<file path="src/design/vsb_pkg.sv">
// vsb_pkg: shared types, codes and saturation helpers for the vertex skinning blend core
// depends on nothing; imported by vsb_ctrl, vsb_datapath and vertex_skinning_blend_core
`default_nettype none

package vsb_pkg;

  // default sizes
  localparam int VSB_BONES     = 64;
  localparam int VSB_MAX_BLEND = 3;

  // request operations
  localparam logic [1:0] OP_LOAD   = 2'd0;
  localparam logic [1:0] OP_VERTEX = 2'd1;
  localparam logic [1:0] OP_BLEND  = 2'd2;

  // configuration register indexes
  localparam logic [1:0] CFG_RIGID_MODE   = 2'd0;
  localparam logic [1:0] CFG_RIGID_BONE   = 2'd1;
  localparam logic [1:0] CFG_VERTEX_COUNT = 2'd2;

  // input request payload
  typedef struct packed {
    logic        [1:0]  operation;
    logic        [5:0]  bone_index;
    logic        [1:0]  slot;
    logic signed [31:0] coord_x;
    logic signed [31:0] coord_y;
    logic signed [31:0] coord_z;
    logic signed [15:0] normal_x;
    logic signed [15:0] normal_y;
    logic signed [15:0] normal_z;
    logic        [31:0] tex_u;
    logic        [31:0] tex_v;
    logic        [15:0] weight;
  } in_req_t;

  // result payload
  typedef struct packed {
    logic signed [31:0] pos_x;
    logic signed [31:0] pos_y;
    logic signed [31:0] pos_z;
    logic signed [15:0] norm_x;
    logic signed [15:0] norm_y;
    logic signed [15:0] norm_z;
    logic        [31:0] out_u;
    logic        [31:0] out_v;
    logic               surface_end;
  } out_rsp_t;

  // controller state
  typedef enum logic [2:0] {
    ST_IDLE,
    ST_LOAD,
    ST_XF,
    ST_FIN,
    ST_BACC,
    ST_EMIT
  } state_t;

  // commands from controller to datapath
  typedef struct packed {
    logic       accept;
    logic       load_wr;
    logic       issue;
    logic [1:0] col;
    logic       clear;
    logic       fin_vertex;
    logic       fin_blend;
    logic       bacc_add;
    logic       emit;
    logic       surface_end;
    logic [5:0] bone;
  } vsb_cmd_t;

  // clamp a wide sum to signed 32 bits
  function automatic logic signed [31:0] sat32(input logic signed [49:0] v);
    logic signed [49:0] hi;
    logic signed [49:0] lo;
    hi = 50'sh0_7FFF_FFFF;
    lo = -50'sh0_8000_0000;
    if (v > hi) begin
      return 32'sh7FFF_FFFF;
    end else if (v < lo) begin
      return 32'sh8000_0000;
    end
    return v[31:0];
  endfunction

  // clamp a rounded normal to signed 16 bits
  function automatic logic signed [15:0] sat16(input logic signed [33:0] v);
    logic signed [33:0] hi;
    logic signed [33:0] lo;
    hi = 34'sh0_7FFF;
    lo = -34'sh0_8000;
    if (v > hi) begin
      return 16'sh7FFF;
    end else if (v < lo) begin
      return 16'sh8000;
    end
    return v[15:0];
  endfunction

endpackage

`default_nettype wire

</file>
<file path="src/design/vsb_ctrl.sv">
// vsb_ctrl: sequencing state machine, configuration registers, blend and vertex counters
// depends on vsb_pkg; drives vsb_datapath through the command struct
`default_nettype none

module vsb_ctrl import vsb_pkg::*; #(
  parameter int MAX_BLEND = VSB_MAX_BLEND
) (
  input  wire logic        clk,
  input  wire logic        rst_n,
  input  wire logic        in_valid,
  output logic             in_stall,
  input  wire in_req_t     in_req,
  input  wire logic        cfg_valid,
  output logic             cfg_ready,
  input  wire logic [1:0]  cfg_index,
  input  wire logic [15:0] cfg_data,
  output logic             out_valid,
  input  wire logic        out_stall,
  output vsb_cmd_t         cmd
);

  localparam int EW = $clog2(MAX_BLEND + 1);
  localparam logic [2:0] XF_LAST  = 3'd5;
  localparam logic [2:0] XF_ISSUE = 3'd4;
  localparam logic [2:0] MAXB3    = 3'(MAX_BLEND);

  state_t         state_r, state_nxt;
  logic [2:0]     cnt_r, cnt_nxt;
  logic [1:0]     op_r, op_nxt;
  logic [EW-1:0]  ecount_r, ecount_nxt;
  logic [EW-1:0]  entries_r, entries_nxt;
  logic           out_valid_r, out_valid_nxt;
  logic [15:0]    vdone_r, vdone_nxt;
  logic           rigid_mode_r, rigid_mode_nxt;
  logic [5:0]     rigid_bone_r, rigid_bone_nxt;
  logic [15:0]    vcount_r, vcount_nxt;

  logic           accept;
  logic           out_free;
  logic           cfg_wr;
  logic [2:0]     slot3;
  logic [2:0]     clamp3;
  logic [15:0]    vnext;
  logic           last;

  assign accept   = in_valid && (state_r == ST_IDLE);
  assign out_free = !out_valid_r || !out_stall;
  assign cfg_wr   = cfg_valid && cfg_ready;
  assign slot3    = {1'b0, in_req.slot};
  assign clamp3   = (slot3 > MAXB3) ? MAXB3 : slot3;
  assign vnext    = vdone_r + 16'd1;
  assign last     = (vcount_r != 16'd0) && (vnext == vcount_r);

  // next state
  always_comb begin
    state_nxt = state_r;
    case (state_r)
      ST_IDLE: begin
        if (accept) begin
          case (in_req.operation)
            OP_LOAD:   state_nxt = ST_LOAD;
            OP_VERTEX: state_nxt = ST_XF;
            OP_BLEND:  state_nxt = (entries_r != '0) ? ST_XF : ST_IDLE;
            default:   state_nxt = ST_IDLE;
          endcase
        end
      end
      ST_LOAD: state_nxt = ST_IDLE;
      ST_XF: begin
        if (cnt_r == XF_LAST) begin
          state_nxt = ST_FIN;
        end
      end
      ST_FIN: begin
        if (op_r == OP_VERTEX) begin
          state_nxt = (ecount_r == '0) ? ST_EMIT : ST_IDLE;
        end else begin
          state_nxt = ST_BACC;
        end
      end
      ST_BACC: state_nxt = (entries_r == EW'(1)) ? ST_EMIT : ST_IDLE;
      ST_EMIT: begin
        if (out_free) begin
          state_nxt = ST_IDLE;
        end
      end
      default: state_nxt = ST_IDLE;
    endcase
  end

  // outputs and commands
  always_comb begin
    in_stall        = (state_r != ST_IDLE);
    cfg_ready       = 1'b1;
    out_valid       = out_valid_r;
    cmd             = '0;
    cmd.accept      = accept;
    cmd.bone        = (rigid_mode_r && (in_req.operation == OP_VERTEX)) ? rigid_bone_r
                                                                        : in_req.bone_index;
    cmd.load_wr     = (state_r == ST_LOAD);
    cmd.issue       = (state_r == ST_XF) && (cnt_r < XF_ISSUE);
    cmd.col         = cnt_r[1:0];
    cmd.clear       = (state_r == ST_XF) && (cnt_r == 3'd0);
    cmd.fin_vertex  = (state_r == ST_FIN) && (op_r == OP_VERTEX);
    cmd.fin_blend   = (state_r == ST_FIN) && (op_r != OP_VERTEX);
    cmd.bacc_add    = (state_r == ST_BACC);
    cmd.emit        = (state_r == ST_EMIT) && out_free;
    cmd.surface_end = last;
  end

  // counters, configuration and result valid
  always_comb begin
    cnt_nxt        = (state_r == ST_XF) ? cnt_r + 3'd1 : 3'd0;
    op_nxt         = op_r;
    ecount_nxt     = ecount_r;
    entries_nxt    = entries_r;
    vdone_nxt      = vdone_r;
    rigid_mode_nxt = rigid_mode_r;
    rigid_bone_nxt = rigid_bone_r;
    vcount_nxt     = vcount_r;
    out_valid_nxt  = cmd.emit ? 1'b1 : (out_valid_r && out_stall);

    if (accept) begin
      op_nxt     = in_req.operation;
      ecount_nxt = rigid_mode_r ? '0 : clamp3[EW-1:0];
    end
    if (cmd.fin_vertex) begin
      entries_nxt = ecount_r;
    end else if (cmd.bacc_add) begin
      entries_nxt = entries_r - EW'(1);
    end
    if (cmd.emit) begin
      vdone_nxt = last ? 16'd0 : vnext;
    end
    if (cfg_wr) begin
      case (cfg_index)
        CFG_RIGID_MODE: rigid_mode_nxt = cfg_data[0];
        CFG_RIGID_BONE: rigid_bone_nxt = cfg_data[5:0];
        CFG_VERTEX_COUNT: begin
          vcount_nxt = cfg_data;
          vdone_nxt  = 16'd0;
        end
        default: ;
      endcase
    end
  end

  always_ff @(posedge clk) begin
    if (!rst_n) begin
      state_r      <= ST_IDLE;
      cnt_r        <= 3'd0;
      op_r         <= OP_LOAD;
      ecount_r     <= '0;
      entries_r    <= '0;
      out_valid_r  <= 1'b0;
      vdone_r      <= 16'd0;
      rigid_mode_r <= 1'b0;
      rigid_bone_r <= 6'd0;
      vcount_r     <= 16'd0;
    end else begin
      state_r      <= state_nxt;
      cnt_r        <= cnt_nxt;
      op_r         <= op_nxt;
      ecount_r     <= ecount_nxt;
      entries_r    <= entries_nxt;
      out_valid_r  <= out_valid_nxt;
      vdone_r      <= vdone_nxt;
      rigid_mode_r <= rigid_mode_nxt;
      rigid_bone_r <= rigid_bone_nxt;
      vcount_r     <= vcount_nxt;
    end
  end

`ifndef SYNTHESIS
  // a new result never overwrites one still waiting
  a_emit_free: assert property (@(posedge clk) disable iff (!rst_n)
    cmd.emit |-> (!out_valid_r || !out_stall))
    else $error("result loaded while previous one still held");

  // pending blend entries stay within the configured limit
  a_entries: assert property (@(posedge clk) disable iff (!rst_n)
    (32'(entries_r) <= MAX_BLEND) && (32'(ecount_r) <= MAX_BLEND))
    else $error("blend entry count out of range");

  // transform sweep always finishes into the finish step
  a_xf_fin: assert property (@(posedge clk) disable iff (!rst_n)
    (state_r == ST_XF && cnt_r == XF_LAST) |=> (state_r == ST_FIN))
    else $error("transform sweep did not finish");

  // surface end is never flagged without a vertex count
  a_end: assert property (@(posedge clk) disable iff (!rst_n)
    (cmd.emit && cmd.surface_end) |-> (vcount_r != 16'd0))
    else $error("surface end with zero vertex count");
`endif

endmodule

`default_nettype wire

</file>
<file path="config.mk">
export PLATFORM = sky130hd
export DESIGN_NAME = vsb_ctrl
export DESIGN_NICKNAME = d
export VERILOG_FILES = /design/src/design/vsb_pkg.sv /design/src/design/vsb_ctrl.sv
export SDC_FILE = /design/constraint.sdc
export NUM_CORES = 1
export LEC_CHECK = 0
export CAP_MARGIN = 40
export CELL_PAD_IN_SITES_DETAIL_PLACEMENT = 1
export CELL_PAD_IN_SITES_GLOBAL_PLACEMENT = 2
export CORE_UTILIZATION = 28
export DETAILED_ROUTE_END_ITERATION = 12
export DONT_BUFFER_PORTS = 1
export HOLD_SLACK_MARGIN = 0.08
export PLACE_DENSITY_LB_ADDON = 0.1
export SETUP_SLACK_MARGIN = 0.02
export SLEW_MARGIN = 20
export SYNTH_ARGS = -nofsm -noshare
export SYNTH_HDL_FRONTEND = slang
export SYNTH_SLANG_ARGS = --single-unit
export TNS_END_PERCENT = 50
</file>
<file path="constraint.sdc">
create_clock -name clk -period 2.4 [get_ports clk]
set_input_delay 0.12 -clock clk [delete_from_list [all_inputs] [get_ports clk]]
set_output_delay 0.12 -clock clk [all_outputs]
set_load 0.01 [all_outputs]
</file>
==> Word-level counts from Yosys, hierarchy flattened <==
Cells that the tools add are included.
{ "totals": {"wordCells": 77, "register_bits": 52} }
{ "op_classes": {"reduce_logical": 26, "n_mux": 19, "order_cmp": 2, "n_addsub": 3, "n_eq_ne": 17} }
{ "op_table": {"columns": ["operator", "count"], "rows": [
  ["2-to-1 mux 16 bit", 4],
  ["2-to-1 mux 3 bit", 6],
  ["adder 16 x 1 -> 16 bit (second input constant)", 1],
  ["equality test 16 bit", 1],
  ["nonzero test 16 bit", 1],
  ["one-hot mux 3 bit (5 select lines)", 1],
  ["2-to-1 mux 2 bit", 5],
  ["equality test 3 bit (second input constant)", 3],
  ["logical AND 1 bit", 9],
  ["equality test 2 x 1 -> 1 bit (second input constant)", 4],
  ["AND reduction 2 bit", 4],
  ["equality test 3 x 2 -> 1 bit (second input constant)", 2],
  ["zero test 2 bit", 3],
  ["zero test 3 bit", 2],
  ["2-to-1 mux 6 bit", 1],
  ["!= test 2 bit (second input constant)", 3],
  ["one-hot mux 2 bit (3 select lines)", 1],
  ["equality test 2 bit (second input constant)", 2],
  ["nonzero test 2 bit", 2],
  ["adder 3 x 1 -> 3 bit (second input constant)", 1],
  ["equality test 3 x 1 -> 1 bit (second input constant)", 1],
  ["less-than comparator 3 bit (second input constant)", 1],
  ["AND reduction 3 bit", 1],
  ["nonzero test 3 bit", 1],
  ["6 further kinds", 7]
]} }

==> Longest topological paths before layout <==
{ "logic_depth": {"depth_word": 7, "ltp_mapped": 10, "depth_no_buf": 8} }

==> Worst setup path before layout <==
Ideal clock, no wire load.
{ "synth_timing": {"path_kind": "register to register", "start": "register vdone_r[0]", "end": "register vdone_r[7]", "setup_ps": 122, "required_time_ps": 2278, "arrival_ps": 2463, "path_stages_with_launch": 10, "path_slack_ps": -185, "n_path_buf": 1, "synth_period_minus_slack_ps": 2585, "cell_sequence": "dfxtp_1 ha_1 nand3_4 or4_4 xnor2_1 nor4_2 nand4_4 buf_6 a32oi_2 o21ai_1"} }
{ "synth_between": {"elab_chain_len": 7} }
{ "synth_rtl": {"columns": ["element", "line_no", "source"], "rows": [
  ["from (decl)", "vsb_ctrl.sv:33", "logic [15:0] vdone_r, vdone_nxt;"],
  ["from (signal assigned)", "vsb_ctrl.sv:167", "vdone_r <= vdone_nxt;"],
  ["adder 16 x 1 -> 16 bit (*)", "vsb_ctrl.sv:51", "assign vnext = vdone_r + 16'd1;"],
  ["equality test 16 bit", "vsb_ctrl.sv:52", "assign last = (vcount_r != 16'd0) && (vnext == vcount_r);"],
  ["logical AND 1 bit", "vsb_ctrl.sv:52", null],
  ["2-to-1 mux 16 bit (*)", "vsb_ctrl.sv:133", "vdone_nxt = last ? 16'd0 : vnext;"],
  ["2-to-1 mux 16 bit (*)", "vsb_ctrl.sv:132", "if (cmd.emit) begin"],
  ["2-to-1 mux 16 bit", "vsb_ctrl.sv:136", "case (cfg_index)"],
  ["2-to-1 mux 16 bit (*)", "vsb_ctrl.sv:135", "if (cfg_wr) begin"]
]} }
Mark *: on every way between the ends. The rest lies on a longest branch, timed or not.
A chain may end at the register's enable or synchronous reset.

==> impl_results.md <==
- Clock Tree Root: clkbuf_16
- Slew Limit Fails: 0
- Final TNS setup: -0.0656 ns
- Max-cap viol count: 0
- Sw power: around 490 µW
- CTS tree: yes
- Row Count: 38
- Core area: between 10000 and 15000 µm²
- Total GRT Usage: between 10% and 20%
- # setup viols final: 3
- Syn Nets: about 650
- Residual DRC: 0
- Drt wl/cell: between 15 and 20 µm
- CP Capture Type: primary output
- Delay-heaviest family, CP: compound AO/OA/AOI/OAI gates
- Unrepaired setup endpoints after global routing: yes
- Gpl congestion: around 0.75
- First-pass GRT wire length: approximately 16 mm
- DRT Pass-1 Iters: 4
- Critical path buffer and inverter count: 3
- Sw frac: a little under a quarter
- Die width: about 110 µm
- Worst rel slew slack: around 56%
- Cell count after synthesis: about 380
- Port bufs: 0
- Worst-path clk slew: 0.08 ns
- ANT cells: 0
- Register area share after synthesis: between 30 and 40%
- Layout Skew: around 0.0079 ns
- Max frequency: ~0.41 GHz
- Reg2Reg Depth: 11
- Worst EP required: 2.28 ns
- Critical path, cell by cell: ha_4 -> nand3_4 -> buf_6 -> o31a_1 -> a2111o_1 -> nor4_4 -> nand4_4 -> buf_6 -> inv_4
- Largest stage delay, worst path: approximately 0.36 ns
- CP arrival: roughly 2.3 ns
- Pwr/cell area: around 500 nW/µm²
- EDFF count, synth: 0
- Io pins: 277
- Post-synthesis cell type count: 60
- Sequential group share of total power: a little over two fifths
- Async S/R FF share, synth: 0%
- Ratio of cells with drive above 1 in the final layout: about a quarter
- Area of the multi-input gates: about 2100 µm²
- Final Hold Fails: 0
- Die area: 11700 µm²
- Antenna violations before repair: 0
- Clock Latency Late Sink: 0.30 ns
- Most frequent cells in the layout: nand2_1 (60), buf_4 (44), dfxtp_1 (43)
- Flop-to-flop setup slack: 0 ns
- Clk pwr share: a little under half
- CP Class: reg2out
- Nets: 700
- Number of global-route vias before repair: about 3.1k
- Critical path's most frequent cell: buf_6
- CTS Buffer Depth: 2
- Internal: roughly 1600 µW
- Slowest stage cell, crit path: dfxtp_2
- Final-layout fill cell count: between 1k and 1.5k
- Tot Pwr: 2070 µW
- Main synth FF type: dfxtp_1
- Area grow syn2layout: 32.0%
- H-Tree Depth: 2
- Largest net degree at the start of global routing: 35
- DRT iter0 DRCs: 65
- Total gr overflow: 0
- Pre-CTS setup slack: -0.184 ns
- Worst Tran Pin Value: 0.650 ns
- Final instance area: approximately 4200 µm²
- Starting Density: 28.9%
- Hold path start: in_valid
- Detail Placement HPWL: between 7 and 8 mm
- Failing checks: setup timing
- Minimum clock period: ~2.5 ns
- Fin worst setup slack: -0.0568 ns
- Hold EP: ecount_r[0]$_SDFFE_PN0P_
- VDD IR max: around 0.24 mV
- CTS sink cnt: 52
- Period utilization: 102%
- Post-route ant nets: 0
- Die Y: 108 µm
- Dpl cell area: around 3500 µm²
- Reg2reg start: vdone_r[1]$_SDFF_PN0_
- #FFs+latches synth: 52
- Final wirelength: approximately 10 mm
- Reg area: around 1100 µm²
- Final core area utilization: between 30% and 40%
- Static Leakage: around 0.0015 µW
- Syn avg cell area: around 8.3 µm²
- Combinational power share: a little over a tenth
- CTS buffer count: 5
- Critical path launch point type: register
- Routed vias/inst: around 5.1
- HP Class: in2reg
- Synth Warn #: 0
- Hold path depth: 3
- Outcome: complete, but fails checks
- Syn Std Cell Area: 3160 µm²
- Leading cell type in the layout, fill and taps excluded: nand2_1
- Crit Path Max Fanout: 6
- Crit Reg-Reg Endpoint: vdone_r[8]$_SDFF_PN0_
- Vias: approximately 2.9k
-- through the flow --
step,hold slack (ns),cells
finish,0.115,577
global route,0.160,577
CTS,0.110,576
detailed placement,0.250,539
global placement,0.245,538
floorplan,0.261,382
-- layout make-up --
type / count / area share (%)
Sequential cell: 52 / 25.2
Tap cell: 140 / 4.19
Inverter: 17 / 1.59
Clock inverter: 2 / 1.44
Clock buffer: 5 / 3.00
Multi-Input combinational cell: 286 / 49.2
Timing Repair Buffer: 75 / 15.4
-- cell families after synthesis --
family                   after synthesis  share of synthesized area (%)
XOR/XNOR                              20                           5.54
adder cells (fa/ha/maj)                6                           2.37
multiplexers                          17                           5.62
AND/OR/NAND/NOR                      167                           29.5
other                                  1                          0.119
AO/OA/AOI/OAI                         74                           17.2
flip-flops                            52                           32.9
buffers and inverters                 45                           6.76
-- timing repair --
| action | in CTS | in global routing |
|---|---|---|
| hold endpoints to repair | 36 | 0 |
| cloned | 1 | 0 |
| endpoints found under the setup margin | 17 | 17 |
| setup buffers | 5 | 2 |
| hold buffers | 24 | 0 |
| gates resized for setup | 20 | 17 |
| pin swaps | 8 | 9 |
-- power by group through the flow --
stage,registers [µW],logic (µW),clock network (µW)
2_1_floorplan,914,138,0
3_3_place_gp,923,162,0
3_5_place_dp,923,166,0
4_1_cts,903,219,979
5_1_grt,906,244,997
6_report,902,219,950
-- worst reg2reg max path: stages, from the launching register on --
cell	delay (ns)
dfxtp_2	0.36
ha_4	0.15
nand3_4	0.12
buf_6	0.15
o31a_1	0.27
a2111o_1	0.33
nor4_4	0.19
nand4_4	0.22
buf_6	0.19
buf_6	0.12
nand4_1	0.08
o311ai_2	0.10
-- worst max path at each step --
stage | startpoint | endpoint | slack [ns] | cells past startpoint
finish | vdone_r[1]$_SDFF_PN0_ | cmd[6] | -0.06 | 9
global route | vdone_r[3]$_SDFF_PN0_ | cmd[6] | -0.21 | 7
floorplan | vdone_r[0]$_SDFF_PN0_ | vdone_r[7]$_SDFF_PN0_ | 0.05 | 9
global placement | vdone_r[3]$_SDFF_PN0_ | vdone_r[2]$_SDFF_PN0_ | -0.13 | 8
CTS | vdone_r[0]$_SDFF_PN0_ | cmd[6] | -0.13 | 8
detailed placement | vdone_r[3]$_SDFF_PN0_ | vdone_r[2]$_SDFF_PN0_ | -0.18 | 8
-- sequential cells by signal, indices dropped and copies added (netlist names) --
signal / flops
out_valid: 1
entries_r: 2
rigid_mode_r: 1
op_r: 2
vdone_r: 16
state_r: 3
vcount_r: 16
cnt_r: 3
rigid_bone_r: 6
ecount_r: 2
-- layer usage --
layer  global-route usage [%]  vias to the layer above  routed length [µm]
met2                     32.0                       48                5060
met3                     4.16                        6                 394
li1                         -                     1451                   -
met4                     4.34                        0                  96
met5                        0                        -                   0
met1                     22.4                     1424                4380
-- synth_stat cells (3+ instances only) --
cell	number	share of area (%)
dfxtp_1	52	33
nor4_1	4	0.79
a21oi_1	9	1.4
a21boi_0	21	5.0
mux2i_1	11	3.5
ha_1	6	2.4
clkbuf_1	13	1.5
nand3b_1	5	1.2
nor2b_1	17	3.4
or3_1	4	0.79
nor3_1	6	0.95
a31oi_1	8	1.6
and2_1	3	0.59
buf_4	6	1.4
mux2_2	6	2.1
nor2_1	24	2.8
o311ai_1	3	0.83
nand3_1	8	1.3
nand4_1	14	2.8
nand2_1	61	7.2
xnor2_1	11	3.0
buf_2	6	0.95
inv_1	17	2.0
xor2_1	9	2.5
o22ai_1	4	0.79
o21ai_0	7	1.1
o21ai_1	5	0.79
Power figures use the tool's default switching activity.
